[config.mk]
export PLATFORM = sky130hd
export DESIGN_NAME = glmd_front
export DESIGN_NICKNAME = d
export VERILOG_FILES = /design/src/rtl/core/glmd_pkg.sv /design/src/rtl/core/glmd_front.sv
export SDC_FILE = /design/constraint.sdc
export NUM_CORES = 2
export LEC_CHECK = 0
export ABC_CLOCK_PERIOD_IN_PS = 30500
export BUFFER_PORTS_ARGS = -buffer_cell sky130_fd_sc_hd__buf_4
export CORE_MARGIN = 2
export CORE_UTILIZATION = 35
export CTS_BUF_LIST = sky130_fd_sc_hd__clkbuf_8 sky130_fd_sc_hd__clkbuf_16
export CTS_CLUSTER_SIZE = 28
export DETAILED_ROUTE_END_ITERATION = 10
export PLACE_DENSITY_LB_ADDON = 0.25
export SETUP_SLACK_MARGIN = 0.5
export SYNTH_ARGS = -nofsm -noshare
export SYNTH_HDL_FRONTEND = slang
export SYNTH_SLANG_ARGS = --single-unit
[constraint.sdc]
create_clock -name clk -period 30.5 [get_ports clk]
set_input_delay 3.05 -clock clk [delete_from_list [all_inputs] [get_ports clk]]
set_output_delay 3.05 -clock clk [all_outputs]
set_load 0.1 [all_outputs]
[src/rtl/core/glmd_pkg.sv]
// Package for the group loss mean and deviation block.
// Holds the shared types, row codes and the close job record.
// No dependencies.
`timescale 1ns / 1ps

package glmd_pkg;

  localparam int unsigned IdBits   = 31;
  localparam int unsigned ExpBits  = 32;
  localparam int unsigned QBits    = 35;
  localparam int unsigned SumBits  = 37;
  localparam int unsigned SqBits   = 64;
  localparam int unsigned NBits    = 11;
  localparam int unsigned FracBits = 8;
  localparam logic [23:0] TinyScale = 24'd10000000;

  typedef enum logic [1:0] {
    ROW_NONE     = 2'd0,
    ROW_ANALYTIC = 2'd1,
    ROW_SAMPLED  = 2'd2
  } row_type_t;

  // One closed group handed from the front end to the back end.
  typedef struct packed {
    logic [IdBits-1:0]  summary_key;
    logic [IdBits-1:0]  event_key;
    logic [ExpBits-1:0] exposure;
    logic [SumBits-1:0] loss_sum;
    logic [SqBits-1:0]  square_sum;
    logic [26:0]        analytic_mean;
    logic [NBits-1:0]   n;
  } close_job_t;

  typedef enum logic [3:0] {
    ST_IDLE,
    ST_MUL,
    ST_MEAN_DIV,
    ST_CHECK,
    ST_VAR_DIV,
    ST_SQRT,
    ST_ROW1,
    ST_ROW2
  } back_state_t;

endpackage

[src/rtl/core/glmd_front.sv]
// Front end: accepts headers and sample records and keeps the running sums.
// A close with nonzero exposure pushes one close job. Depends on glmd_pkg.
`timescale 1ns / 1ps

module glmd_front #(
  parameter int unsigned LOSS_BITS   = 27,
  parameter int unsigned MAX_SAMPLES = 1024
) (
  input  logic                       clk,
  input  logic                       rst,
  input  logic                       in_valid,
  output logic                       in_ready,
  input  logic                       mode,
  input  logic [30:0]                summary_key,
  input  logic [30:0]                event_key,
  input  logic [31:0]                exposure,
  input  logic signed [11:0]         sample_index,
  input  logic [26:0]                loss,
  input  logic [10:0]                sample_size,
  output logic                       job_valid,
  input  logic                       job_ready,
  output glmd_pkg::close_job_t       job
);
  import glmd_pkg::*;

  logic [IdBits-1:0]    held_summary;
  logic [IdBits-1:0]    held_event;
  logic [ExpBits-1:0]   held_exposure;
  logic [SumBits-1:0]   loss_sum;
  logic [SqBits-1:0]    loss_square_sum;
  logic [26:0]          analytic_mean;
  logic [26:0]          loss_m;
  logic [53:0]          loss_sq;
  logic                 accept;
  logic                 is_close;
  logic [NBits-1:0]     n_sat;

  assign in_ready = !job_valid || job_ready;
  assign accept   = in_valid && in_ready;
  assign loss_m   = loss & 27'((64'd1 << LOSS_BITS) - 64'd1);
  assign loss_sq  = 54'(loss_m) * 54'(loss_m);
  assign is_close = mode && (sample_index == 12'sd0);
  assign n_sat    = (sample_size > NBits'(MAX_SAMPLES)) ? NBits'(MAX_SAMPLES) : sample_size;

  // Running state of the open group.
  always_ff @(posedge clk) begin
    if (rst) begin
      held_summary    <= '0;
      held_event      <= '0;
      held_exposure   <= '0;
      loss_sum        <= '0;
      loss_square_sum <= '0;
      analytic_mean   <= '0;
    end else if (accept) begin
      if (!mode) begin
        held_summary  <= summary_key;
        held_event    <= event_key;
        held_exposure <= exposure;
      end else if (sample_index == -12'sd1) begin
        analytic_mean <= loss_m;
      end else if (sample_index == 12'sd0) begin
        loss_sum        <= '0;
        loss_square_sum <= '0;
        analytic_mean   <= '0;
      end else if (sample_index > 12'sd0) begin
        loss_sum        <= loss_sum + SumBits'(loss_m);
        loss_square_sum <= loss_square_sum + SqBits'(loss_sq);
      end
    end
  end

  // One-entry queue toward the back end; groups with zero exposure drop here.
  always_ff @(posedge clk) begin
    if (rst) begin
      job_valid <= 1'b0;
    end else if (accept && is_close && held_exposure != '0) begin
      job_valid <= 1'b1;
    end else if (job_ready) begin
      job_valid <= 1'b0;
    end
  end

  always_ff @(posedge clk) begin
    if (accept && is_close) begin
      job.summary_key   <= held_summary;
      job.event_key     <= held_event;
      job.exposure      <= held_exposure;
      job.loss_sum      <= loss_sum;
      job.square_sum    <= loss_square_sum;
      job.analytic_mean <= analytic_mean;
      job.n             <= n_sat;
    end
  end

endmodule

Word level (Yosys, flattened, before mapping)
Cells that the tools add are included.
{"block": "word_totals", "ff_bits": 456, "out_inout_bits": 235}
{"block": "classes", "add_sub_neg": 2, "n_mul": 1, "magnitude_cmp": 2, "eq_ne": 1, "muxes": 8, "n_bitwise": 2, "reduce_logical": 14}
{"cell": "$mux 64", "count": 2}
{"cell": "$mux 37", "count": 2}
{"cell": "$add 64x54->64", "count": 1}
{"cell": "$mul 27x27->54", "count": 1}
{"cell": "$mux 27", "count": 2}
{"cell": "$add 37x27->37", "count": 1}
{"cell": "$reduce_bool 32->1", "count": 1}
{"cell": "$eq 12x1->1 const B", "count": 1}
{"cell": "$gt 12x1->1 const B", "count": 1}
{"cell": "$logic_not 12->1", "count": 1}
{"cell": "$gt 11x11->1 const B", "count": 1}
{"cell": "$reduce_bool 2->1", "count": 3}
{"cell": "$logic_and 1x1->1", "count": 4}
{"cell": "$reduce_and 4->1", "count": 1}
{"cell": "$reduce_and 3->1", "count": 1}
{"cell": "$mux 1", "count": 2}
{"cell": "$not 1->1", "count": 2}
{"cell": "$reduce_and 2->1", "count": 1}
{"cell": "$logic_not 1->1", "count": 1}
{"cell": "$logic_or 1x1->1", "count": 1}

Logic depth before layout (Yosys ltp)
{"block": "logic_depth", "word_depth": 6, "depth_mapped": 28, "ltp_nobuf": 25}

Least setup slack after synthesis
Ideal clock, no wire load.
{"block": "synth_timing", "path_kind": "input to register", "from": "input port job_ready", "to": "register analytic_mean[10]", "arrival_time_ns": 16.329, "setup_slack_ns": 14.043, "stages": 7, "path_buffers": 1, "path_cell_list": "nand2b_1 nand3_1 nor2_1 nor2_1 clkbuf_1 a22oi_1 nor2_1"}
{"block": "synth_via", "elab_chain_len": 3}
{"element": "from (decl)", "line_no": "glmd_front.sv:21", "source": "input logic job_ready,"}
{"element": "$logic_or 1x1->1", "line_no": "glmd_front.sv:38", "source": "assign in_ready = !job_valid || job_ready;"}
{"element": "$logic_and 1x1->1", "line_no": "glmd_front.sv:39", "source": "assign accept = in_valid && in_ready;"}
{"element": "$reduce_and 3->1 (no line)"}
{"element": "to (signal assigned)", "line_no": "glmd_front.sv:60", "source": "analytic_mean <= loss_m;"}
{"element": "to (decl)", "line_no": "glmd_front.sv:31", "source": "logic [26:0] analytic_mean;"}
Every way passes these cells.
A chain may end at the register's enable or synchronous reset.

Final worst setup path
{"block": "layout_timing", "from": "input port loss[2]", "to": "register loss_square_sum[57]"}
{"block": "layout_via", "elab_chain_len": 4}
{"element": "from (decl)", "line_no": "glmd_front.sv:18", "source": "input logic [26:0] loss,"}
{"element": "$mul 27x27->54", "line_no": "glmd_front.sv:41", "source": "assign loss_sq = 54'(loss_m) * 54'(loss_m);"}
{"element": "$add 64x54->64", "line_no": "glmd_front.sv:67", "source": "loss_square_sum <= loss_square_sum + SqBits'(loss_sq);"}
{"element": "$mux 64", "line_no": "glmd_front.sv:65", "source": "end else if (sample_index > 12'sd0) begin"}
{"element": "$mux 64", "line_no": "glmd_front.sv:61", "source": "end else if (sample_index == 12'sd0) begin"}
{"element": "to (signal assigned)", "line_no": "glmd_front.sv:67"}
{"element": "to (decl)", "line_no": "glmd_front.sv:30", "source": "logic [SqBits-1:0] loss_square_sum;"}
Every way passes these cells. The select of a mux whose other input is x is not followed.

==> run_results.csv <==
group,metric,value,unit
layout,fin_util,40.7,%
worst_setup_path,crit_path_start_kind,"input pin",
logic_synthesis,ys_seq_area_share,29.5,%
die,io_pins,384,
run,cap_violations,0,
worst_setup_path,worstPathMaxFanout,26,
die,die_x,337,um
logic_synthesis,yosysMostFrequentCell,"inv_1",
logic_synthesis,post_synth_num_cell_types,74,
global_routing,grt_pass1_vias,28580,
die,initial_core_util,35.2,%
global_routing,grt_pass1_wl,173000,um
logic_synthesis,ys_ff_latch,456,
layout,fillCellCount,10942,
die,core-area,0.110,mm^2
placement,dp_hpwl,85800,um
worst_setup_path,path_class,"input pin to flop",
clock_network,clock_sinks,456,
clock_network,holdBufCountCts,0,
sta,fmax,96.5,MHz
logic_synthesis,async_flop_share,0,%
worst_setup_path,reg2reg_depth,18,
logic_synthesis,synthesis.area,0.0389,mm^2
global_routing,overflow,0,
clock_network,tritoncts,"done",
min_path,hp-class,"flop to flop",
clock_network,cts_buffers,53,
logic_synthesis,netlist.area_leader.share,31.0,%
sta,setup_slack,20140,ps
sta,fin_worst_skew,42.5,ps
sta,worst_pin_slew,1100,ps
logic_synthesis,synthTopCellsByCount,"inv_1 (926), fa_1 (603), nand2_1 (492), ha_1 (237), edfxtp_1 (233)",
logic_synthesis,yosysTopAreaCell,"fa_1",
clock_network,clk_latency,660,ps
die,dieArea,0.114,mm^2
sta,period_needed,10360,ps
logic_synthesis,synth_area_leaders,"fa_1 (31%), edfxtp_1 (18%), dfxtp_1 (11%), inv_1 (8.9%), ha_1 (7.6%)",
logic_synthesis,synth_ff_type,"edfxtp_1",
logic_synthesis,yosysWarnings,0,
layout,nets,5197,
placement,port_buffers,383,
routing,wl,112000,um
routing,via_per_inst,4.76,
layout,drive_gt1_share,12.2,%
worst_setup_path,cp-end-kind,"flop",
status,outcome,"finished, final reports clean",
worst_setup_path,required,31080,ps
routing,ant_nets,0,
clock_network,post_cts_buffers,0,
clock_network,cts_max_level,2,
clock_network,cts_buffer_depth,3,
placement,place_inst,5641,
die,rows,122,
min_path,hold_depth,0,
clock_network,path_clk_slew,60,ps
logic_synthesis,syn_inst,3921,
layout,fin_cells,5745,
routing,first_iter_violations,1504,
sta,hold_viol,0,
logic_synthesis,syn_area_per_cell,9.92,um^2
logic_synthesis,synth_edf_count,233,
sta,period_share,34.0,%
clock_network,clk_root_buffer_cell,"clkbuf_16",
placement,globalplace.congestion,0.870,
sta,slew-limit-headroom,26.8,%
global_routing,grtUsageTotal,19.9,%
layout,area_growth,15.5,%
sta,setup_viol,0,
global_routing,antenna_found_initial,4,
routing,drcViolationCount,0,
global_routing,grt_start_max_net_pins,95,
routing,drtPass1Iterations,6,
sta,drv_slew,0,
routing,via_count,27338,
sta,finalSetupTns,0,ps
worst_setup_path,crit_arrival,10950,ps
placement,pre_cts_ws,19540,ps
logic_synthesis,synth_nets,4910,
clock_network,cts_resized,0,
sta,rsz0062_at_grt,"no",
die,dieHeight,337,um
routing,detail_route.wl_per_cell,19.5,um
-- registers in the layout (all words and copies together) (netlist names) --
name	cells
job	233
analytic_mean	27
job_valid	1
held_exposure	32
held_summary	31
loss_square_sum	64
loss_sum	37
held_event	31
-- final cells by class --
cell class                      instances  area (um^2)  area share (%)
Sequential cell                       456        11500            25.5
Multi-Input combinational cell       2371        23300            52.0
Clock buffer                           57         1380            3.08
Antenna cell                            4         10.0          0.0223
Tap cell                             1488         1860            4.15
Inverter                              926         3480            7.74
Timing Repair Buffer                  400         3010            6.70
Clock inverter                         43          360           0.802
-- cells in the final DEF, fill, tap and decap left out, drive strengths merged, types with 4 or more instances in the layout --
cell | netlist | final
a211o | 4 | 4
a211oi | 12 | 12
a21boi | 4 | 4
a21o | 37 | 37
a21oi | 189 | 189
a22oi | 72 | 72
a31o | 5 | 5
a31oi | 14 | 14
and2 | 142 | 142
and3 | 14 | 14
buf | 11 | 400
clkbuf | 157 | 57
clkinv | 0 | 19
clkinvlp | 0 | 6
dfxtp | 223 | 223
diode | 0 | 4
edfxtp | 233 | 233
fa | 603 | 603
ha | 237 | 237
inv | 926 | 941
mux2i | 4 | 4
nand2 | 492 | 492
nand2b | 6 | 6
nand3 | 28 | 28
nand4 | 20 | 20
nor2 | 147 | 147
nor2b | 21 | 21
nor3 | 12 | 12
nor4 | 14 | 14
o2111ai | 7 | 7
o211ai | 9 | 9
o21a | 15 | 15
o21ai | 83 | 83
o21bai | 15 | 15
o31ai | 5 | 5
or2 | 10 | 10
or3 | 7 | 7
xnor2 | 44 | 44
xor2 | 51 | 51
-- cell families (layout without fill, tap and decap cells) --
| group | Yosys count | count (layout) | synth area share (%) |
|---|---|---|---|
| AOI/OAI and AO/OA | 501 | 501 | 8.19 |
| xor gates and xnor gates | 95 | 95 | 2.14 |
| adders and majority gates | 840 | 840 | 38.7 |
| buffers and inverters | 1094 | 1426 | 10.6 |
| DFF | 456 | 456 | 29.5 |
| muxes | 5 | 5 | 0.132 |
| other | 0 | 4 | 0 |
| and+or+nand+nor | 930 | 930 | 10.8 |
-- layer usage --
layer	wire length [um]	vias to the layer above	global-route usage (%)
met5	23	-	0
met4	3440	4	6.05
met3	8060	157	3.93
met2	52400	844	32.4
met1	48300	13632	26.9
li1	-	12701	-
-- path summary, 6_finish.rpt --
kind	start	slack [ps]	end
hold / removal	held_event[3]$_SDFFE_PP0P_	430	job[174]$_DFFE_PP_
setup reg to reg	loss_square_sum[16]$_SDFFE_PP0P_	24610	loss_square_sum[57]$_SDFFE_PP0P_
hold reg to reg	held_event[3]$_SDFFE_PP0P_	430	job[174]$_DFFE_PP_
setup / recovery	loss[2]	20140	loss_square_sum[57]$_SDFFE_PP0P_
-- critical path: stages --
cell and delay, ps:
buf_4 350, inv_1 310, nor2_1 430, fa_1 520, fa_1 430, fa_1 550
inv_1 60, fa_1 480, inv_1 50, fa_1 500, inv_1 60, fa_1 440
fa_1 510, inv_1 40, ha_1 410, nand2_1 130, nor4_1 800, a32o_1 280
a21oi_1 120, o2bb2ai_2 460, o31ai_2 190, o21a_1 290, or3_1 330, a21oi_1 140
-- stage by stage --
stage               hold WS, ps  area (um^2)
global route                436        44900
global placement            410        43200
floorplan                   408        38900
CTS                         429        44900
finish                      427        44900
detailed placement          413        43200
Power is left out: the tool's default activity adds up to more than one toggle a clock period on the data nets, which glitch-free logic cannot reach.
